$ cat config.mk
export PLATFORM = sky130hd
export DESIGN_NAME = mlag_sweep_ctrl
export DESIGN_NICKNAME = d
export VERILOG_FILES = /design/src/rtl/mlag_pkg.sv /design/src/rtl/mlag_sweep_ctrl.sv
export SDC_FILE = /design/constraint.sdc
export NUM_CORES = 1
export LEC_CHECK = 0
export BUFFER_PORTS_ARGS = -buffer_cell sky130_fd_sc_hd__clkbuf_2
export CORE_ASPECT_RATIO = 1.1
export CORE_UTILIZATION = 55
export DETAILED_ROUTE_END_ITERATION = 6
export HOLD_SLACK_MARGIN = 0.02
export PLACE_DENSITY = 0.8
export SLEW_MARGIN = 10
export SYNTH_ARGS = -nofsm -noshare
export SYNTH_HDL_FRONTEND = slang
export SYNTH_SLANG_ARGS = --single-unit
$ cat constraint.sdc
create_clock -name aclk -period 4.8 [get_ports aclk]
set_clock_uncertainty 0.2 [all_clocks]
set_input_delay 0.72 -clock aclk [delete_from_list [all_inputs] [get_ports aclk]]
set_output_delay 0.72 -clock aclk [all_outputs]
set_load 0.01 [all_outputs]
$ cat src/rtl/mlag_pkg.sv
// ----------------------------------------------------------------------------
// mlag_pkg
// Shared types and constants of the masked life automaton grid.
// ----------------------------------------------------------------------------
package mlag_pkg;

    localparam int unsigned CODE_W        = 8;
    localparam int unsigned PASS_W        = 8;
    localparam int unsigned RULE_W        = 2;
    localparam int unsigned OP_W          = 2;
    localparam int unsigned ROW_FIELD_W   = 6;
    localparam int unsigned COL_FIELD_W   = 6;
    localparam int unsigned STEP_W        = 4;
    localparam int unsigned COUNT_W       = 4;
    localparam int unsigned REG_IDX_W     = 3;
    localparam int unsigned APB_ADDR_W    = 5;
    localparam int unsigned APB_DATA_W    = 32;
    localparam int unsigned S_TDATA_W     = 24;
    localparam int unsigned M_TDATA_W     = 16;

    // Neighborhood sequence of one interior cell: read center, then eight
    // neighbors; read data arrives in the cycle after its read address.
    localparam logic [STEP_W-1:0] STEP_CENTER      = 4'd0;
    localparam logic [STEP_W-1:0] STEP_CENTER_DATA = 4'd1;
    localparam logic [STEP_W-1:0] STEP_FIRST_NB    = 4'd2;
    localparam logic [STEP_W-1:0] STEP_LAST_NB     = 4'd8;
    localparam logic [STEP_W-1:0] STEP_FINAL       = 4'd9;

    localparam logic [COUNT_W-1:0] SURVIVE_MIN = 4'd2;
    localparam logic [COUNT_W-1:0] SURVIVE_MAX = 4'd3;
    localparam logic [COUNT_W-1:0] BIRTH_COUNT = 4'd3;

    typedef enum logic [OP_W-1:0] {
        OP_WRITE = 2'd0,
        OP_READ  = 2'd1,
        OP_RUN   = 2'd2
    } op_t;

    typedef enum logic [RULE_W-1:0] {
        RULE_LIFE  = 2'd0,
        RULE_CLEAN = 2'd1,
        RULE_FILL  = 2'd2
    } rule_t;

    typedef enum logic [REG_IDX_W-1:0] {
        REG_RULE_MODE   = 3'd0,
        REG_PASS_COUNT  = 3'd1,
        REG_EMPTY_CODE  = 3'd2,
        REG_LIVE_CODE   = 3'd3,
        REG_FROZEN_CODE = 3'd4
    } reg_idx_t;

    typedef enum logic {
        SEQ_IDLE  = 1'b0,
        SEQ_SWEEP = 1'b1
    } seq_state_t;

    typedef enum logic [1:0] {
        OFF_ZERO  = 2'd0,
        OFF_MINUS = 2'd1,
        OFF_PLUS  = 2'd2
    } off_t;

    typedef struct packed {
        off_t row_off;
        off_t col_off;
    } nb_off_t;

    typedef struct packed {
        logic [RULE_W-1:0] rule_mode;
        logic [CODE_W-1:0] empty_code;
        logic [CODE_W-1:0] live_code;
        logic [CODE_W-1:0] frozen_code;
    } cfg_t;

    typedef struct packed {
        logic load_center;
        logic add_live;
        logic copy;
    } step_ctl_t;

    function automatic nb_off_t nb_offset(input logic [STEP_W-1:0] step);
        nb_off_t off;
        off.row_off = OFF_ZERO;
        off.col_off = OFF_ZERO;
        case (step)
            4'd1: begin off.row_off = OFF_MINUS; off.col_off = OFF_MINUS; end
            4'd2: begin off.row_off = OFF_MINUS; off.col_off = OFF_ZERO;  end
            4'd3: begin off.row_off = OFF_MINUS; off.col_off = OFF_PLUS;  end
            4'd4: begin off.row_off = OFF_ZERO;  off.col_off = OFF_MINUS; end
            4'd5: begin off.row_off = OFF_ZERO;  off.col_off = OFF_PLUS;  end
            4'd6: begin off.row_off = OFF_PLUS;  off.col_off = OFF_MINUS; end
            4'd7: begin off.row_off = OFF_PLUS;  off.col_off = OFF_ZERO;  end
            4'd8: begin off.row_off = OFF_PLUS;  off.col_off = OFF_PLUS;  end
            default: begin off.row_off = OFF_ZERO; off.col_off = OFF_ZERO; end
        endcase
        return off;
    endfunction

endpackage

$ cat src/rtl/mlag_sweep_ctrl.sv
// ----------------------------------------------------------------------------
// mlag_sweep_ctrl
// Sequencer that walks the grid cell by cell for every generation of a run.
// ----------------------------------------------------------------------------
module mlag_sweep_ctrl
    import mlag_pkg::*;
#(
    parameter int unsigned GRID_ROWS    = 64,
    parameter int unsigned GRID_COLUMNS = 64,
    localparam int unsigned ROW_W       = $clog2(GRID_ROWS),
    localparam int unsigned COL_W       = $clog2(GRID_COLUMNS)
) (
    input  logic                   aclk,
    input  logic                   aresetn,
    input  logic                   start,
    input  logic [PASS_W-1:0]      pass_count,
    output logic                   busy,
    output logic                   done,
    output logic                   cur_bank,
    output logic                   rd_en,
    output logic [ROW_W+COL_W-1:0] rd_addr,
    output logic                   wr_en,
    output logic [ROW_W+COL_W-1:0] wr_addr,
    output step_ctl_t              ctl
);

    localparam logic [ROW_W-1:0] LAST_ROW = ROW_W'(GRID_ROWS - 1);
    localparam logic [COL_W-1:0] LAST_COL = COL_W'(GRID_COLUMNS - 1);

    seq_state_t          state_reg, state_next;
    logic [ROW_W-1:0]    row_reg, row_next;
    logic [COL_W-1:0]    col_reg, col_next;
    logic [STEP_W-1:0]   step_reg, step_next;
    logic [PASS_W-1:0]   gen_reg, gen_next;
    logic                bank_reg, bank_next;

    logic                sweeping;
    logic                border;
    logic [STEP_W-1:0]   last_step;
    nb_off_t             off;
    logic [ROW_W-1:0]    rd_row;
    logic [COL_W-1:0]    rd_col;
    logic                gen_end;
    logic                last_gen;

    always_ff @(posedge aclk) begin
        if (!aresetn) begin
            state_reg <= SEQ_IDLE;
            row_reg   <= '0;
            col_reg   <= '0;
            step_reg  <= STEP_CENTER;
            gen_reg   <= '0;
            bank_reg  <= 1'b0;
        end else begin
            state_reg <= state_next;
            row_reg   <= row_next;
            col_reg   <= col_next;
            step_reg  <= step_next;
            gen_reg   <= gen_next;
            bank_reg  <= bank_next;
        end
    end

    always_comb begin
        sweeping  = (state_reg == SEQ_SWEEP);
        border    = (row_reg == '0) || (row_reg == LAST_ROW) ||
                    (col_reg == '0) || (col_reg == LAST_COL);
        // border cells are copied unchanged: read the center only
        last_step = border ? STEP_CENTER_DATA : STEP_FINAL;
        off       = nb_offset(step_reg);

        case (off.row_off)
            OFF_MINUS: rd_row = row_reg - ROW_W'(1);
            OFF_PLUS:  rd_row = row_reg + ROW_W'(1);
            default:   rd_row = row_reg;
        endcase
        case (off.col_off)
            OFF_MINUS: rd_col = col_reg - COL_W'(1);
            OFF_PLUS:  rd_col = col_reg + COL_W'(1);
            default:   rd_col = col_reg;
        endcase

        rd_addr = {rd_row, rd_col};
        wr_addr = {row_reg, col_reg};
        rd_en   = sweeping && (step_reg < last_step);
        wr_en   = sweeping && (step_reg == last_step);

        ctl.copy        = border;
        ctl.load_center = sweeping && !border && (step_reg == STEP_CENTER_DATA);
        ctl.add_live    = sweeping && (step_reg >= STEP_FIRST_NB) &&
                          (step_reg <= STEP_LAST_NB);

        gen_end  = wr_en && (row_reg == LAST_ROW) && (col_reg == LAST_COL);
        last_gen = (PASS_W'(gen_reg + PASS_W'(1)) == pass_count);
        done     = gen_end && last_gen;
        busy     = sweeping;
        cur_bank = bank_reg;

        state_next = state_reg;
        row_next   = row_reg;
        col_next   = col_reg;
        step_next  = step_reg;
        gen_next   = gen_reg;
        bank_next  = bank_reg;

        case (state_reg)
            SEQ_IDLE: begin
                if (start) begin
                    state_next = SEQ_SWEEP;
                    row_next   = '0;
                    col_next   = '0;
                    step_next  = STEP_CENTER;
                    gen_next   = '0;
                end
            end
            SEQ_SWEEP: begin
                if (wr_en) begin
                    step_next = STEP_CENTER;
                    if (col_reg == LAST_COL) begin
                        col_next = '0;
                        if (row_reg == LAST_ROW) begin
                            // generation complete: swap buffers
                            row_next  = '0;
                            bank_next = !bank_reg;
                            gen_next  = PASS_W'(gen_reg + PASS_W'(1));
                            if (last_gen) begin
                                state_next = SEQ_IDLE;
                            end
                        end else begin
                            row_next = row_reg + ROW_W'(1);
                        end
                    end else begin
                        col_next = col_reg + COL_W'(1);
                    end
                end else begin
                    step_next = step_reg + STEP_W'(1);
                end
            end
            default: state_next = SEQ_IDLE;
        endcase
    end

    a_step_bounded: assert property (@(posedge aclk) disable iff (!aresetn)
        sweeping |-> (step_reg <= last_step))
        else $error("sweep step ran past the cell's last step");

    a_bank_swap_at_gen_end: assert property (@(posedge aclk) disable iff (!aresetn)
        (bank_reg != $past(bank_reg)) |-> $past(gen_end))
        else $error("buffer swap outside a generation end");

    a_done_ends_sweep: assert property (@(posedge aclk) disable iff (!aresetn)
        done |=> (state_reg == SEQ_IDLE) && (gen_reg == pass_count))
        else $error("run finished with wrong generation count");

endmodule

Word-level counts from Yosys, hierarchy flattened
Memories as Yosys holds them, arrays and structs flattened. A register that Yosys moved wholly into a read port is not among the register bits.
Index checks and enable logic that the tools add are counted.
Storage, ports and cells
  register bits after elaboration: 26
  input bits: 11
  latch bits: 0
  memory bits (writable): 0
  memories kept: 1
  bits in read-only memories: 64
Operators by class
  multiplexer cells: 27
  add/sub/neg operators: 6
  multipliers: 0
  shifts and indexed selects: 0
  eq/ne operators: 13
  magnitude comparators: 3
  reduce and logical (&&, ||, !) cells: 20
  div/mod/pow operators: 0
  bitwise logic cells: 1
Memory list
  (name not given): words 16, bits a word 4, read ports 1, clocked after Yosys merged registers in 1, wr ports 0, RTL line mlag_pkg.sv:86  | case (step)
Operator list (count)
  one-hot mux 6 bit (2 select lines): 4
  two-way mux 6 bit: 6
  two-way mux 8 bit: 4
  two-way mux 4 bit: 5
  one-hot mux 8 bit (2 select lines): 1
  adder 6 x 1 -> 6 bit, second input constant: 2
  == test 6 bit, second input constant: 2
  logical NOT 6 bit: 2
  subtractor 6 x 1 -> 6 bit, second input constant: 2
  logical AND 1 bit: 9
  adder 8 x 1 -> 8 bit, second input constant: 1
  == test 8 bit: 1
  one-hot mux 4 bit (2 select lines): 1
  AND reduction 4 bit: 2
  two-way mux 1 bit: 5
  adder 4 x 1 -> 4 bit, second input constant: 1
  == test 2 x 1 -> 1 bit, second input constant: 2
  == test 2 bit, second input constant: 2
  == test 4 x 1 -> 1 bit, second input constant: 1
  == test 4 bit: 1
  >= comparator 4 x 2 -> 1 bit, second input constant: 1
  <= comparator 4 bit, second input constant: 1
  less-than comparator 4 bit: 1
  inequality test 2 x 1 -> 1 bit, second input constant: 2
  other kinds (7): 11

Depth between registers and ports, before layout
  depth in word-level cells: 11
  depth in mapped cells: 12
  mapped depth without buffers: 12

Worst setup path before layout
No wires, ideal clock.
  path kind: register -> output
  start: reg row_reg[0]
  end: out done
  slack: 0.857 ns
  arrival: 3.023 ns
  required time: 3.880 ns
  cell stages (with the launch flop): 12
  path buffers: 0
  cells stage by stage: dfxtp_1 -> ha_1 -> and3_1 -> nand3_1 -> o21ai_0 -> a211o_1 -> ha_1 -> nand4b_4 -> or3_4 -> nor2_4 -> and4_1 -> nor3b_2
On the way
  word-level cells in the longest chain between the ends: 10
RTL lines
  start: declaration: RTL line mlag_sweep_ctrl.sv:31  | logic [ROW_W-1:0] row_reg, row_next;
  start signal: assignment: RTL line mlag_sweep_ctrl.sv:56  | row_reg <= row_next;
  == test 6 bit / logical NOT 6 bit (equally long branches): RTL line mlag_sweep_ctrl.sv:66  | border = (row_reg == '0) || (row_reg == LAST_ROW) ||
  logical OR 1 bit * (2 in series): RTL line mlag_sweep_ctrl.sv:66
  logical OR 1 bit *: RTL line mlag_sweep_ctrl.sv:67  | (col_reg == '0) || (col_reg == LAST_COL);
  via border: RTL line mlag_sweep_ctrl.sv:38  | logic border;
  two-way mux 4 bit *: RTL line mlag_sweep_ctrl.sv:69  | last_step = border ? STEP_CENTER_DATA : STEP_FINAL;
  == test 4 bit *: RTL line mlag_sweep_ctrl.sv:86  | wr_en = sweeping && (step_reg == last_step);
  logical AND 1 bit *: RTL line mlag_sweep_ctrl.sv:86
  logical AND 1 bit * (2 in series): RTL line mlag_sweep_ctrl.sv:93  | gen_end = wr_en && (row_reg == LAST_ROW) && (col_reg == LAST_COL);
  logical AND 1 bit *: RTL line mlag_sweep_ctrl.sv:95  | done = gen_end && last_gen;
  end: declaration: RTL line mlag_sweep_ctrl.sv:18  | output logic done,
The timed path passes the listed nets; every way through them passes the cells marked *.

Final worst setup path
  start: reg row_reg[0]
  end: out done
On the way
  word-level cells in the longest chain between the ends: 10
RTL lines (RTL line)
  == test 6 bit / logical NOT 6 bit (equally long branches): mlag_sweep_ctrl.sv:66, mlag_sweep_ctrl.sv:93
  logical OR 1 bit (2 in series): mlag_sweep_ctrl.sv:66
  logical OR 1 bit: mlag_sweep_ctrl.sv:67
  two-way mux 4 bit: mlag_sweep_ctrl.sv:69
  == test 4 bit: mlag_sweep_ctrl.sv:86
  logical AND 1 bit: mlag_sweep_ctrl.sv:86
  logical AND 1 bit * (2 in series): mlag_sweep_ctrl.sv:93
  logical AND 1 bit *: mlag_sweep_ctrl.sv:95
Every way passes the cells marked *; elsewhere a longest branch is shown, timed or not.

==> metrics.yaml <==
setup_path:
  worstPathRequired_ns: 3.88
  critical_path_class: "flop to output pin"
  critical_path.endpoint_type: "output pin"
  worstReg2RegEnd: "busy"
  r2r_cells: 11
  cp_max_fo: 11
  sort_of_element_at_the_start_of_the_critical_path: "flop"
  r2r_start: "row_reg[0]"
  reg2reg_slack_ns: 1.40
  cp.arrival_ns: 3.56
sta:
  setup_viol: 0
  worst_slew_margin_rel: 0.4343
  ratio_of_final_minimum_period_to_clock_period: 0.9336
  hold_viol_final: 0
  tightestPinTransition_ns: 0.8476
  setup_total_negative_slack_ns: 0
  report.final.slew_viol_count: 0
  post-route-worst-setup-slack_ns: 0.3187
  min_period_ns: 4.481
  max_freq_mhz: 223.2
  rsz0062_at_grt: "false"
drt:
  detail_route.wirelength_um: 5613
  detail_route.iter0.violations: 156
  detail-route-antenna-nets: 0
  vias_per_cell: 5.980
  routed-via-count: 2416
  route.detailed.wl_per_inst_um: 13.89
  drt-pass1-iter-count: 6
  post-route-drc-count: 0
pwr:
  powerDensity_nw_per_um2: 215.9
  tot_pwr_uw: 586.5
  reported_leakage_power_uw: 0.001134
  vdd_drop_max_mv: 0.1320
floorplan:
  pin_count: 43
  core_area_um2: 4285
  fp.dieArea_um2: 4707
  core.rowCount: 25
  die_h_um: 71.86
  die_x_um: 65.51
  initial_core_util: 0.5693
global_routing:
  initial_antenna_violation_count: 0
  first_global_vias: 2128
  grt_first_pass_wirelength_um: 9287
  grtUsageTotal: 0.2499
  grt_start_max_net_pins: 25
  grt_overflow: 0
layout:
  final_cell_area_um2: 2716
  mostFrequentLayoutCell: "sky130_fd_sc_hd__clkbuf_2"
  antenna_cells_inserted: 0
  final_cell_mix: "sky130_fd_sc_hd__clkbuf_2 (42), sky130_fd_sc_hd__nor2_1 (31), sky130_fd_sc_hd__dfxtp_1 (30)"
  post_route_cells_drive_above_1_share: 0.1971
  syn2layout_area_growth_pct: 11.33
  max_reg_flops: 8
  final_net_count: 375
clock_network:
  tritoncts.num_buffers: 5
  cts_resized: 0
  clock_tree_from_tritoncts: "yes"
  numClockSinks: 30
  ctsLongestPathBuffers: 2
  cts.htree.levels: 2
  cts_post_setup_buffers_inserted: 0
  cts.clk_slew.worst_paths_ns: 0.07
  clkLatencyLatePin_ns: 0.29
  cts.root.buffer_cell: "sky130_fd_sc_hd__clkbuf_8"
  post_cts_hold_buffer_count: 0
min_path:
  hold_path_depth: 2
  holdCritStartpoint: "gen_reg[7]"
  timing.hold.worst.class: "flop to flop"
  timing.hold.worst_endpoint: "gen_reg[7]"
synthesis:
  postSynth.asyncResetShare: 0
  syn_area_um2: 2440
  syn_nets: 342
  post_synthesis_instance_total: 316
  yosys_warnings: 0
  synth_seq_area_share: 0.2462
  count_of_unique_library_cells_instantiated_by_yosys: 65
  synth_enable_flop_cells: 0
  syn-mean-instance-area_um2: 7.721
  ys.flop_type: "sky130_fd_sc_hd__dfxtp_1"
  post_synthesis_register_bit_count: 30
place:
  place_ws_ns: 0.6310
  port_buffers: 42
  detailedPlacementHpwl_um: 4034
  routabilityCongestion: 0.8922
  detailed_place.area_um2: 2610
job:
  drv_cap: 0
outcome:
  run_status: "finished clean"
==> synth_stat cells, types with 3 or more instances <==
library cell | number | area, um^2
sky130_fd_sc_hd__nor3_1 | 13 | 65.06
sky130_fd_sc_hd__clkbuf_1 | 6 | 22.52
sky130_fd_sc_hd__xnor2_1 | 5 | 43.79
sky130_fd_sc_hd__o21ai_0 | 22 | 110.1
sky130_fd_sc_hd__and4_1 | 3 | 26.28
sky130_fd_sc_hd__nand3b_1 | 4 | 30.03
sky130_fd_sc_hd__a32oi_1 | 5 | 43.79
sky130_fd_sc_hd__and3_1 | 6 | 37.54
sky130_fd_sc_hd__mux2i_1 | 4 | 40.04
sky130_fd_sc_hd__buf_6 | 3 | 33.78
sky130_fd_sc_hd__and2_1 | 4 | 25.02
sky130_fd_sc_hd__or3_1 | 3 | 18.77
sky130_fd_sc_hd__o22ai_1 | 4 | 25.02
sky130_fd_sc_hd__dfxtp_1 | 30 | 600.6
sky130_fd_sc_hd__nor2b_1 | 3 | 18.77
sky130_fd_sc_hd__nand2_1 | 21 | 78.83
sky130_fd_sc_hd__a211oi_1 | 5 | 37.54
sky130_fd_sc_hd__nor2_1 | 31 | 116.4
sky130_fd_sc_hd__nand3_1 | 11 | 55.05
sky130_fd_sc_hd__xor2_1 | 5 | 43.79
sky130_fd_sc_hd__a21oi_1 | 27 | 135.1
sky130_fd_sc_hd__ha_1 | 15 | 187.7
sky130_fd_sc_hd__inv_1 | 23 | 86.33
sky130_fd_sc_hd__a22oi_1 | 6 | 45.04
sky130_fd_sc_hd__o31ai_1 | 6 | 45.04
sky130_fd_sc_hd__buf_2 | 4 | 20.02
sky130_fd_sc_hd__o21ai_1 | 3 | 15.01
==> cells by family (layout without fill, tap and decap cells) <==
family,count (synthesis),count (layout),synth area share
adder cells (fa/ha/maj),15,15,0.07692
flip-flops,30,30,0.2462
AO/OA/AOI/OAI,95,95,0.2569
multiplexers,5,5,0.02103
XOR/XNOR,10,10,0.03590
AND/OR/NAND/NOR,121,121,0.2805
buffers and inverters,40,74,0.08256
==> report_power, final <==
| group | total (uW) | switching (uW) | internal [uW] |
|---|---|---|---|
| logic | 74.9 | 45.4 | 29.5 |
| clock network | 255 | 99.4 | 155 |
| registers | 257 | 4.90 | 252 |
| total | 586 | 150 | 437 |
==> per-stage QoR <==
step / utilization / instances / hold slack [ns]
2_1_floorplan: - / 316 / 0.2739
3_3_place_gp: 0.6091 / 396 / 0.2990
3_5_place_dp: 0.6091 / 396 / 0.3038
4_1_cts: 0.6339 / 404 / 0.3129
5_1_grt: 0.6339 / 404 / 0.3533
6_report: 0.6339 / 404 / 0.3159
==> worst max-delay path, stage by stage (launching register included) <==
cell and delay (ns):
sky130_fd_sc_hd__dfxtp_1 0.38, sky130_fd_sc_hd__ha_1 0.30, sky130_fd_sc_hd__and3_1 0.24, sky130_fd_sc_hd__nand3_1 0.11
sky130_fd_sc_hd__o21ai_0 0.09, sky130_fd_sc_hd__a211o_1 0.28, sky130_fd_sc_hd__ha_1 0.39, sky130_fd_sc_hd__nand4b_4 0.18
sky130_fd_sc_hd__or3_4 0.51, sky130_fd_sc_hd__nor2_4 0.23, sky130_fd_sc_hd__and4_1 0.24, sky130_fd_sc_hd__nor3b_2 0.17
sky130_fd_sc_hd__clkbuf_2 0.15
==> how the worst max path moves through the flow <==
stage	from	endpoint	depth (start not counted)
after floorplan	row_reg[0]	done	11
after global placement	row_reg[0]	done	12
after detailed placement	row_reg[0]	done	12
after CTS	row_reg[0]	done	12
after global routing	row_reg[0]	done	12
final	row_reg[0]	done	12
==> layer usage <==
layer  up-vias  GRT usage  wire length, um
met5         -          0                0
met4         0     0.1039               88
met3        10    0.04777              336
met2       100     0.4170             2663
met1      1095     0.3119             2525
li1       1211          -                -
==> layout make-up <==
cell class | instances | area (um^2)
sequential | 30 | 600.6
tap | 54 | 67.56
clock buffer | 7 | 76.32
clock inverter | 1 | 30.03
fill | 394 | 1569
inverter | 23 | 86.33
timing repair buffer | 43 | 217.7
multi-input combinational | 246 | 1638
Power figures use the tool's default switching activity.
