[config.mk]
export PLATFORM = sky130hd
export DESIGN_NAME = mlag_rule_unit
export DESIGN_NICKNAME = d
export VERILOG_FILES = /design/src/rtl/mlag_pkg.sv /design/src/rtl/mlag_rule_unit.sv
export SDC_FILE = /design/constraint.sdc
export NUM_CORES = 1
export LEC_CHECK = 0
export ABC_AREA = 1
export ABC_CLOCK_PERIOD_IN_PS = 7500
export BUFFER_PORTS_ARGS = -buffer_cell sky130_fd_sc_hd__buf_2
export CAP_MARGIN = 20
export CORE_MARGIN = 2
export CORE_UTILIZATION = 58
export CTS_CLUSTER_SIZE = 10
export DETAILED_ROUTE_END_ITERATION = 6
export PLACE_DENSITY = 0.86
export SLEW_MARGIN = 10
export SYNTH_ARGS = -nofsm -noshare
export SYNTH_HDL_FRONTEND = slang
export SYNTH_SLANG_ARGS = --single-unit
[constraint.sdc]
create_clock -name aclk -period 7.5 [get_ports aclk]
set_input_delay 1.5 -clock aclk [delete_from_list [all_inputs] [get_ports aclk]]
set_output_delay 1.5 -clock aclk [all_outputs]
set_load 0.02 [all_outputs]
[src/rtl/mlag_pkg.sv]
// ----------------------------------------------------------------------------
// mlag_pkg
// Shared types and constants of the masked life automaton grid.
// ----------------------------------------------------------------------------
package mlag_pkg;

    localparam int unsigned CODE_W        = 8;
    localparam int unsigned PASS_W        = 8;
    localparam int unsigned RULE_W        = 2;
    localparam int unsigned OP_W          = 2;
    localparam int unsigned ROW_FIELD_W   = 6;
    localparam int unsigned COL_FIELD_W   = 6;
    localparam int unsigned STEP_W        = 4;
    localparam int unsigned COUNT_W       = 4;
    localparam int unsigned REG_IDX_W     = 3;
    localparam int unsigned APB_ADDR_W    = 5;
    localparam int unsigned APB_DATA_W    = 32;
    localparam int unsigned S_TDATA_W     = 24;
    localparam int unsigned M_TDATA_W     = 16;

    // Neighborhood sequence of one interior cell: read center, then eight
    // neighbors; read data arrives in the cycle after its read address.
    localparam logic [STEP_W-1:0] STEP_CENTER      = 4'd0;
    localparam logic [STEP_W-1:0] STEP_CENTER_DATA = 4'd1;
    localparam logic [STEP_W-1:0] STEP_FIRST_NB    = 4'd2;
    localparam logic [STEP_W-1:0] STEP_LAST_NB     = 4'd8;
    localparam logic [STEP_W-1:0] STEP_FINAL       = 4'd9;

    localparam logic [COUNT_W-1:0] SURVIVE_MIN = 4'd2;
    localparam logic [COUNT_W-1:0] SURVIVE_MAX = 4'd3;
    localparam logic [COUNT_W-1:0] BIRTH_COUNT = 4'd3;

    typedef enum logic [OP_W-1:0] {
        OP_WRITE = 2'd0,
        OP_READ  = 2'd1,
        OP_RUN   = 2'd2
    } op_t;

    typedef enum logic [RULE_W-1:0] {
        RULE_LIFE  = 2'd0,
        RULE_CLEAN = 2'd1,
        RULE_FILL  = 2'd2
    } rule_t;

    typedef enum logic [REG_IDX_W-1:0] {
        REG_RULE_MODE   = 3'd0,
        REG_PASS_COUNT  = 3'd1,
        REG_EMPTY_CODE  = 3'd2,
        REG_LIVE_CODE   = 3'd3,
        REG_FROZEN_CODE = 3'd4
    } reg_idx_t;

    typedef enum logic {
        SEQ_IDLE  = 1'b0,
        SEQ_SWEEP = 1'b1
    } seq_state_t;

    typedef enum logic [1:0] {
        OFF_ZERO  = 2'd0,
        OFF_MINUS = 2'd1,
        OFF_PLUS  = 2'd2
    } off_t;

    typedef struct packed {
        off_t row_off;
        off_t col_off;
    } nb_off_t;

    typedef struct packed {
        logic [RULE_W-1:0] rule_mode;
        logic [CODE_W-1:0] empty_code;
        logic [CODE_W-1:0] live_code;
        logic [CODE_W-1:0] frozen_code;
    } cfg_t;

    typedef struct packed {
        logic load_center;
        logic add_live;
        logic copy;
    } step_ctl_t;

    function automatic nb_off_t nb_offset(input logic [STEP_W-1:0] step);
        nb_off_t off;
        off.row_off = OFF_ZERO;
        off.col_off = OFF_ZERO;
        case (step)
            4'd1: begin off.row_off = OFF_MINUS; off.col_off = OFF_MINUS; end
            4'd2: begin off.row_off = OFF_MINUS; off.col_off = OFF_ZERO;  end
            4'd3: begin off.row_off = OFF_MINUS; off.col_off = OFF_PLUS;  end
            4'd4: begin off.row_off = OFF_ZERO;  off.col_off = OFF_MINUS; end
            4'd5: begin off.row_off = OFF_ZERO;  off.col_off = OFF_PLUS;  end
            4'd6: begin off.row_off = OFF_PLUS;  off.col_off = OFF_MINUS; end
            4'd7: begin off.row_off = OFF_PLUS;  off.col_off = OFF_ZERO;  end
            4'd8: begin off.row_off = OFF_PLUS;  off.col_off = OFF_PLUS;  end
            default: begin off.row_off = OFF_ZERO; off.col_off = OFF_ZERO; end
        endcase
        return off;
    endfunction

endpackage

[src/rtl/mlag_rule_unit.sv]
// ----------------------------------------------------------------------------
// mlag_rule_unit
// Shared neighbor counter and rule evaluator, fed one cell code per cycle.
// ----------------------------------------------------------------------------
module mlag_rule_unit
    import mlag_pkg::*;
(
    input  logic              aclk,
    input  cfg_t              cfg,
    input  step_ctl_t         ctl,
    input  logic [CODE_W-1:0] rd_data,
    output logic [CODE_W-1:0] wr_data
);

    logic [CODE_W-1:0]  center_reg;
    logic [COUNT_W-1:0] count_reg;
    logic               live_hit;
    logic [COUNT_W-1:0] total;

    assign live_hit = (rd_data == cfg.live_code);
    assign total    = count_reg + COUNT_W'(live_hit);

    always_ff @(posedge aclk) begin
        if (ctl.load_center) begin
            center_reg <= rd_data;
            count_reg  <= '0;
        end else if (ctl.add_live) begin
            count_reg  <= total;
        end
    end

    // total already includes the last neighbor, which arrives in the write cycle
    always_comb begin
        wr_data = center_reg;
        if (ctl.copy) begin
            wr_data = rd_data;
        end else if (center_reg != cfg.frozen_code) begin
            case (cfg.rule_mode)
                RULE_LIFE: begin
                    if (center_reg == cfg.live_code) begin
                        if (total < SURVIVE_MIN || total > SURVIVE_MAX) begin
                            wr_data = cfg.empty_code;
                        end
                    end else if (total == BIRTH_COUNT) begin
                        wr_data = cfg.live_code;
                    end
                end
                RULE_CLEAN: begin
                    if (total < SURVIVE_MIN) begin
                        wr_data = cfg.empty_code;
                    end
                end
                RULE_FILL: begin
                    if (total > SURVIVE_MAX) begin
                        wr_data = cfg.live_code;
                    end
                end
                default: wr_data = center_reg;
            endcase
        end
    end

endmodule

# [Word level (Yosys, flattened, before mapping)]
# Index checks and enable logic that the tools add are counted.
[totals] ff_bits=12 inputBits=38 output_inout_bits=8 elab_cells=21
[classes] addsub=1 order_cmp=2 eq_ne=6 muxes=8 n_reduce_logical=2
[ops] cell="$mux 8" count=7
[ops] cell="$pmux 8 s3" count=1
[ops] cell="$eq 8x8->1" count=2
[ops] cell="$ne 8x8->1" count=1
[ops] cell="$add 4x1->4" count=1
[ops] cell="$eq 4x2->1 const B" count=1
[ops] cell="$gt 4x2->1 const B" count=1
[ops] cell="$lt 4x2->1 const B" count=1
[ops] cell="$eq 2x1->1 const B" count=1
[ops] cell="$eq 2x2->1 const B" count=1
[ops] cell="$logic_not 2->1" count=1
[ops] cell="$logic_or 1x1->1" count=1

# [Depth between registers and ports, before layout]
# Gate-level depths: netlist of the first run.
[logic_depth] word_depth=9 depth_mapped=17 ltp_nobuf=16

# [Least setup slack after synthesis of the first run]
# OpenSTA, ideal clock, no wires.
[synth_timing] path_kind="in2out" start="input cfg[12] (netlist bit)" end="output wr_data[5]" arrival_ns=3.583 required_time_ns=6.000 slack_ns=2.417 cell_stages=16 n_path_buf=2 path_cell_list="clkbuf_1 xnor2_1 nand4_1 nor4_1 ha_1 ha_1 buf_2 nand2_1 clkinv_1 nand3_2 nand2_1 nand3_1 nand3_1 nand2_1 nand2_1 nand2_1"
[synth_between] elab_chain_len=9 word_cells_on_any_way=15 cone_classes="add/sub (1); order compare (2); eq/ne (3); mux (8); reduce/logical (1)"
[synth_rtl] element="start, declared" line_no="mlag_rule_unit.sv:9" rtl="input cfg_t cfg,"
[synth_rtl] element="$eq 8x8->1 *" line_no="mlag_rule_unit.sv:20" rtl="assign live_hit = (rd_data == cfg.live_code);"
[synth_rtl] element="$add 4x1->4 *" line_no="mlag_rule_unit.sv:21" rtl="assign total = count_reg + COUNT_W'(live_hit);"
[synth_rtl] element="net total[1]" line_no="mlag_rule_unit.sv:18" rtl="logic [COUNT_W-1:0] total;"
[synth_rtl] element="$lt 4x2->1 or $gt 4x2->1 (tied branches)" line_no="mlag_rule_unit.sv:41, mlag_rule_unit.sv:49, mlag_rule_unit.sv:54"
[synth_rtl] element="$logic_or 1x1->1" line_no="mlag_rule_unit.sv:41" rtl="if (total < SURVIVE_MIN || total > SURVIVE_MAX) begin"
[synth_rtl] element="$mux 8" line_no="mlag_rule_unit.sv:41"
[synth_rtl] element="$mux 8" line_no="mlag_rule_unit.sv:40" rtl="if (center_reg == cfg.live_code) begin"
[synth_rtl] element="$pmux 8 s3 *" line_no="mlag_rule_unit.sv:38" rtl="case (cfg.rule_mode)"
[synth_rtl] element="$mux 8 *" line_no="mlag_rule_unit.sv:37" rtl="end else if (center_reg != cfg.frozen_code) begin"
[synth_rtl] element="$mux 8 *" line_no="mlag_rule_unit.sv:35" rtl="if (ctl.copy) begin"
[synth_rtl] element="end, declared" line_no="mlag_rule_unit.sv:12" rtl="output logic [CODE_W-1:0] wr_data"
# The timed path passes the listed nets; every way through them passes the cells marked *.

# [Final worst setup path of the first run]
[layout_timing] start="input cfg[11] (netlist bit)" end="output wr_data[4]"
[layout_between] elab_chain_len=9 word_cells_on_any_way=15 cone_classes="add/sub (1); order compare (2); eq/ne (3); mux (8); reduce/logical (1)"
[layout_rtl] element="$eq 8x8->1" line_no="mlag_rule_unit.sv:20"
[layout_rtl] element="$add 4x1->4" line_no="mlag_rule_unit.sv:21"
[layout_rtl] element="$lt 4x2->1 or $gt 4x2->1 (tied branches)" line_no="mlag_rule_unit.sv:41, mlag_rule_unit.sv:49, mlag_rule_unit.sv:54"
[layout_rtl] element="$logic_or 1x1->1" line_no="mlag_rule_unit.sv:41"
[layout_rtl] element="$mux 8" line_no="mlag_rule_unit.sv:41"
[layout_rtl] element="$mux 8" line_no="mlag_rule_unit.sv:40"
[layout_rtl] element="$pmux 8 s3 *" line_no="mlag_rule_unit.sv:38"
[layout_rtl] element="$mux 8 *" line_no="mlag_rule_unit.sv:37"
[layout_rtl] element="$mux 8 *" line_no="mlag_rule_unit.sv:35"
# Every way passes the cells marked *; elsewhere a longest branch is shown, timed or not.

==> results of run 1 <==
[logic make-up after synthesis]
family	after synthesis	share of synthesized area (%)
compound gates	15	4.33
xor+xnor	12	6.09
fa+ha+maj	2	1.35
buf+inv	49	13.2
flops	12	17.3
simple gates	241	57.7
[power groups by stage]
stage	sequential [uW]	clock, uW	combinational [uW]
4_1_cts	83.3	41.9	112
2_1_floorplan	80.9	0	84.6
3_5_place_dp	84.8	0	111
6_report	83.6	40.9	114
5_1_grt	84.1	45.0	126
3_3_place_gp	84.4	0	109
[placed cells by master (no fill, tap or decap)]
cell type,Yosys,routed
nand2_1,134,134
buf_2,2,45
nand3_1,39,39
nor2_1,36,36
inv_1,32,32
nand4_1,20,20
a21oi_1,11,11
edfxtp_1,8,8
xnor2_1,6,6
nand3_2,6,6
xor2_1,5,5
dfxtp_1,4,4
clkbuf_4,0,3
or2_2,2,2
inv_2,2,2
o211ai_1,2,2
o21ai_0,2,2
ha_1,2,2
buf_4,0,2
nor4_1,1,1
nor2_2,1,1
xnor2_2,1,1
clkinv_1,1,1
nor2_4,1,1
nand2_4,1,1
clkbuf_1,4,1
[worst paths after layout]
check | from | end | slack [ns] | cells after the start
max reg2reg | count_reg[0] | count_reg[3] | 5.87 | 8
min | count_reg[3] | count_reg[3] | 0.53 | 2
max | cfg[11] | wr_data[4] | 1.85 | 18
min reg2reg | count_reg[3] | count_reg[3] | 0.53 | 2
[synth_stat cells]
cell	n
o21ai_0	2
xor2_1	5
xnor2_1	6
nand2_4	1
nor4_1	1
dfxtp_1	4
ha_1	2
nand3_1	39
o211ai_1	2
nand4_1	20
nor2_4	1
edfxtp_1	8
buf_8	1
nor2_2	1
nand2_1	134
nor2_1	36
clkinv_1	1
buf_6	6
xnor2_2	1
a21oi_1	11
or2_2	2
clkbuf_2	1
inv_1	32
inv_2	2
buf_2	2
nand3_2	6
clkbuf_1	4
[metal layers]
layer / track usage (%) / wire [um] / vias up
met5: 0 / 0 / -
met1: 43.3 / 2310 / 972
met3: 3.20 / 523 / 14
met2: 45.2 / 2320 / 119
li1: - / - / 1143
met4: 9.01 / 78 / 0
[per-stage QoR]
stage          instance area (um^2)  worst slack (ns)  cells  hold slack, ns  util, %
2_1_floorplan                  1850              2.42    331           0.471        -
3_3_place_gp                   2030              1.97    408           0.502     66.5
3_5_place_dp                   2030              1.89    408           0.511     66.5
6_report                       2060              1.85    412           0.529     67.4
5_1_grt                        2060              1.58    412           0.555     67.4
4_1_cts                        2060              1.89    412           0.528     67.4
[worst max-delay path, stage by stage]
cell     delay [ns]
buf_2          0.11
inv_1          0.10
or2_2          0.12
nand4_1        0.10
nor4_1         0.24
ha_1           0.24
ha_1           0.20
xnor2_2        0.12
buf_4          0.35
nand3_2        0.32
nand2_1        0.14
nand2_1        0.06
nor2_1         0.11
nor2_1         0.06
nand2_1        0.06
nand2_1        0.08
nand2_1        0.07
buf_2          0.15
[area by class of cell]
type | count | area [um^2]
Clock buffer | 4 | 26.3
Tap cell | 44 | 55.1
Inverter | 35 | 131
Timing Repair Buffer | 47 | 240
Sequential cell | 12 | 320
Multi-Input combinational cell | 270 | 1280
Fill cell | 320 | 996
==> run summary, run 1 <==
Period utilization = 75.4%
Critical path type = primary input to output pin
Status = finished, final reports clean
Chip height = 60.4 um
Post-synth top area cell = nand2_1
RSZ-0062 raised after global routing = false
Yosys cell types = 27
Ant diodes = 0
Via density = 5.46
Clk buf depth = 2
Synth Cell Area = 1850 um^2
Switching power = 101 uW
Min-Delay Path Class = register to register
Startpoint Class = primary input
Starting density of the core = 60.5%
Post-CTS sizing = 0
Final Hold Fails = 0
FP Rows = 20
Fin. max-slew vios = 0
Die Wd = 60.4 um
DR vias = 2248
Syn avg cell area = 5.58 um^2
H-tree levels = 1
Clk sinks = 12
Seq pwr share = 35.1%
Combinational share of power = 47.7%
Cts hold-fix bufs = 0
First-pass GRT wire length = 8180 um
PortBufs = 45
Max Cap Viol = 0
Clk pwr share = 17.2%
CP max FO = 28
Seq/Total Area, Yosys = 17.3%
Final Power = 238 uW
Drt first pass iters = 5
I/O pin count = 46
Pleak = 0.00116 uW
Slew headroom = 57.8%
Initial antenna violation count = 0
Worst IR drop on VDD = 0.000115 V
Placer congestion estimate = 0.988
Number of global-route vias before repair = 1842
CTS tree = yes
Yosys warns = 0
Layout cells sized above 1 = 17.4%
Worst Setup End Kind = output pin
Area delta synth->final = 11.3%
Root Buffer = clkbuf_4
CP Data Required Time = 6.00 ns
Largest register FFs = 8
Worst Skew = 0.000284 ns
Setup Fix Bufs, Post-CTS = 0
Routed Antenna Nets = 0
Fmax = 177 MHz
DRC viols = 0
Detailed placement HPWL = 4070 um
Worst EP arrival = 4.15 ns
Initial DRC count = 169
Syn_nets = 371
Setup TNS Final = 0 ns
Cells after Synth = 331
Internal power = 137 uW
Fin crit period = 5.65 ns
DIE AREA = 3650 um^2
Core box area = 3050 um^2
Total CTS buffers = 3
Area contributors post-synth = nand2_1 (27%), edfxtp_1 (13%), nand3_1 (11%)
GR Util All Layers = 29.3%
Yosys reg bits = 12
Routed WL = 5230 um
Worst skew pair latency = 0.27 ns
Worst Tran Pin Value = 0.630 ns
Sw Share = 42.4%
Setup violations, final = 0
Pwr Density = 116 nW/um^2
Wire per inst = 12.7 um
CTS clock-pin slew for the worst setup and hold paths = 0.07 ns
Gr ovfl total = 0
Largest net degree at the start of global routing = 29
Synth top area share = 27.2%
Nets = 409
Power figures use the tool's default switching activity.
==> run 2, diff against run 1 <==
--- a/config.mk
+++ b/config.mk
@@ -5,15 +5,15 @@
 export SDC_FILE = /design/constraint.sdc
 export NUM_CORES = 1
 export LEC_CHECK = 0
-export ABC_AREA = 1
-export ABC_CLOCK_PERIOD_IN_PS = 7500
+export ABC_AREA = 0
+export ABC_CLOCK_PERIOD_IN_PS = 5100
 export BUFFER_PORTS_ARGS = -buffer_cell sky130_fd_sc_hd__buf_2
 export CAP_MARGIN = 20
 export CORE_MARGIN = 2
-export CORE_UTILIZATION = 58
+export CORE_UTILIZATION = 48
 export CTS_CLUSTER_SIZE = 10
 export DETAILED_ROUTE_END_ITERATION = 6
-export PLACE_DENSITY = 0.86
+export PLACE_DENSITY = 0.77
 export SLEW_MARGIN = 10
 export SYNTH_ARGS = -nofsm -noshare
 export SYNTH_HDL_FRONTEND = slang
==> constraint.sdc (replaced) <==
create_clock -name aclk -period 5.1 [get_ports aclk]
set_input_delay 1.02 -clock aclk [delete_from_list [all_inputs] [get_ports aclk]]
set_output_delay 1.02 -clock aclk [all_outputs]
set_load 0.02 [all_outputs]
==> run summary, run 2 <==
Status = finished, final reports clean
Worst Tran Pin Value = 0.894 ns (+0.264 ns)
Yosys warns = 0 (unchanged)
Sequential Area = 320 um^2 (unchanged)
Wire per inst = 17.9 um (+41%)
CTS clock-pin slew for the worst setup and hold paths = 0.08 ns (about the same)
Max Cap Viol = 0 (unchanged)
Fin. max-slew vios = 0 (unchanged)
Core box area = 3420 um^2 (+12%)
Die Wd = 64.1 um (+6.1%)
Total CTS buffers = 3 (unchanged)
First-pass GRT wire length = 7800 um (-4.6%)
Reg2Reg Depth = 3 (-5)
GR Util All Layers = 23.8% (-5.5 points)
Synth Cell Area = 1730 um^2 (-6.2%)
Clk sinks = 12 (unchanged)
Ant diodes = 0 (unchanged)
Area delta synth->final = 13.4%
GR Util met3 = 3.70% (+0.50 points)
CP max FO = 10 (-64%)
Fin worst setup slack = 0.397 ns (-1.45 ns)
Post-synth EDFFs = 8 (unchanged)
Post-CTS sizing = 0 (unchanged)
H-tree levels = 1 (unchanged)
Yosys cell types = 44 (+63%)
Nets = 271 (-34%)
Startpoint Class = primary input
Syn_nets = 239 (-36%)
Final Hold Fails = 0 (unchanged)
Commonest cells after routing, fill and taps aside = buf_2 (45), nand2_1 (23), xor2_1 (18), nor2_1 (13), o311a_1 (10)
Asr flop ratio synth = 0% (unchanged)
Area of the multi-input gates = 1330 um^2 (+3.4%)
Area contributors post-synth = edfxtp_1 (14%), xor2_1 (9.1%), o311a_1 (5.8%)
Cts hold-fix bufs = 0 (unchanged)
DIE AREA = 4110 um^2 (+12%)
Pwr Density = 157 nW/um^2 (+35%)
Setup violations, final = 0 (unchanged)
Count leader, synth = nand2_1
Reg2reg end = count_reg[3]
Flop2flop setup slack = 3.76 ns (-2.11 ns)
Fmax = 213 MHz
Yosys reg bits = 12 (unchanged)
Setup TNS Final = 0 ns (unchanged)
DR vias = 1816 (-19%)
Hold EP = count_reg[0]
Fill cells = 327 (+2.2%)
Post-synth top cells = nand2_1 (23), xor2_1 (18), nor2_1 (13)
Syn avg cell area = 8.71 um^2 (+56%)
Dpl ws = 0.457 ns (-1.44 ns)
Drt first pass iters = 4 (-1)
Pleak = 0.000725 uW (-37%)
Post-synth top area cell = edfxtp_1
CTS tree = yes
Chip height = 64.1 um (+6.1%)
Layout cells sized above 1 = 33.9% (+17 points)
PortBufs = 45 (unchanged)
Commonest non-fill, non-tap cell in the layout = buf_2
DRC viols = 0 (unchanged)
Reg2reg start = count_reg[2]
GR peak layer = met2
Worst Setup End Kind = output pin
GR Util met2 = 38.3% (-6.9 points)
Worst IR drop on VDD = 0.000160 V (+39%)
Period utilization = 92.2%
Cell depth of the worst hold path = 2 (unchanged)
Worst skew pair latency = 0.28 ns (about the same)
Initial DRC count = 110 (-35%)
FP Rows = 21 (+5.0%)
Met1 usage = 33.9% (-9.4 points)
Detailed placement HPWL = 3720 um (-8.5%)
Worst EP arrival = 3.68 ns (-0.47 ns)
Largest register FFs = 8 (unchanged)
Min-Delay Path Class = register to register
Gr ovfl total = 0 (unchanged)
Worst Skew = 0.00768 ns (+0.00740 ns)
Starting density of the core = 50.8% (-9.8 points)
Initial antenna violation count = 0 (unchanged)
RSZ-0062 raised after global routing = false
Fin crit period = 4.70 ns
CP Data Required Time = 4.08 ns (-1.92 ns)
Routed Antenna Nets = 0 (unchanged)
Placer congestion estimate = 0.870 (-12%)
Cells after Synth = 199 (-40%)
I/O pin count = 46 (unchanged)
Synth top area share = 13.9% (-13 points)
Seq/Total Area, Yosys = 18.5% (+1.1 points)
Slew headroom = 40.3% (-18 points)
Min-delay src = count_reg[0]
Via density = 6.58 (+21%)
Critical path type = primary input to output pin
Synth Flop Type = edfxtp_1
Clk buf depth = 2 (unchanged)
Routed WL = 4940 um (-5.5%)
Largest net degree at the start of global routing = 27 (-6.9%)
Number of global-route vias before repair = 1585 (-14%)
Root Buffer = clkbuf_4
Setup Fix Bufs, Post-CTS = 0 (unchanged)
-- run 2: changes by cell type in the layout (fill, tap and decap cells not counted), sizes merged, moves of 8 or more --
cell    delta
inv       -34
nand2    -111
nand3     -38
nand4     -17
nor2      -23
o221ai     +8
o311a     +10
xor2      +13
-- run 2: cell families after synthesis --
family                   after synthesis  share of synthesized area [%]
AO/OA/AOI/OAI                         52                           28.6
XOR/XNOR                              26                           13.1
adder cells (fa/ha/maj)                2                           1.44
buffers and inverters                 18                           4.98
flip-flops                            12                           18.5
multiplexers                          11                           6.78
AND/OR/NAND/NOR                       78                           26.6
-- run 2: worst max-delay path by stage --
stage / endpoint / cells past startpoint / slack (ns) / startpoint
floorplan: wr_data[3] / 11 / 0.82 / rd_data[6]
global placement: wr_data[6] / 13 / 0.50 / cfg[13]
detailed placement: wr_data[5] / 13 / 0.46 / cfg[12]
CTS: wr_data[5] / 13 / 0.44 / cfg[13]
global route: wr_data[3] / 13 / 0.17 / cfg[10]
finish: wr_data[5] / 13 / 0.40 / cfg[13]
-- run 2: layer usage --
layer | vias to the layer above | share of wire, % | wire, um
met5 | - | 0 | 0
met4 | 0 | 1.3 | 65
met3 | 7 | 6.8 | 337
met2 | 76 | 46 | 2300
met1 | 891 | 45 | 2240
li1 | 842 | - | -
-- run 2: layout make-up --
type | instances | area share (%)
flip-flops and latches | 12 | 16.3
multi-input cells | 169 | 67.5
clock buffers | 4 | 1.84
repair buffers | 45 | 11.5
well taps | 46 | 2.93
-- run 2: stage by stage --
stage	total power, uW	std cells	hold slack [ns]	instance area [um^2]	utilization (%)
finish	308	276	0.546	1970	57.6
floorplan	190	199	0.467	1730	-
global placement	230	272	0.506	1930	56.5
detailed placement	231	272	0.506	1930	56.5
global route	325	276	0.597	1970	57.6
CTS	308	276	0.538	1970	57.6
-- run 2: power breakdown --
group | switching [uW] | internal (uW) | total [uW] | leakage, uW
registers | 13.8 | 110 | 124 | 0.000110
logic | 59.2 | 47.7 | 107 | 0.000594
clock network | 34.3 | 43.4 | 77.7 | 0.0000210
total | 107 | 201 | 308 | 0.000725
-- run 2: worst max-delay path, cell delays in order --
cell      delay (ns)
buf_2           0.14
xnor2_1         0.20
nand4_1         0.11
nor2_1          0.13
ha_1            0.22
ha_1            0.33
nor2_2          0.15
or4b_1          0.51
o311a_1         0.12
o311a_1         0.13
a311o_1         0.37
o211ai_2        0.06
buf_2           0.18
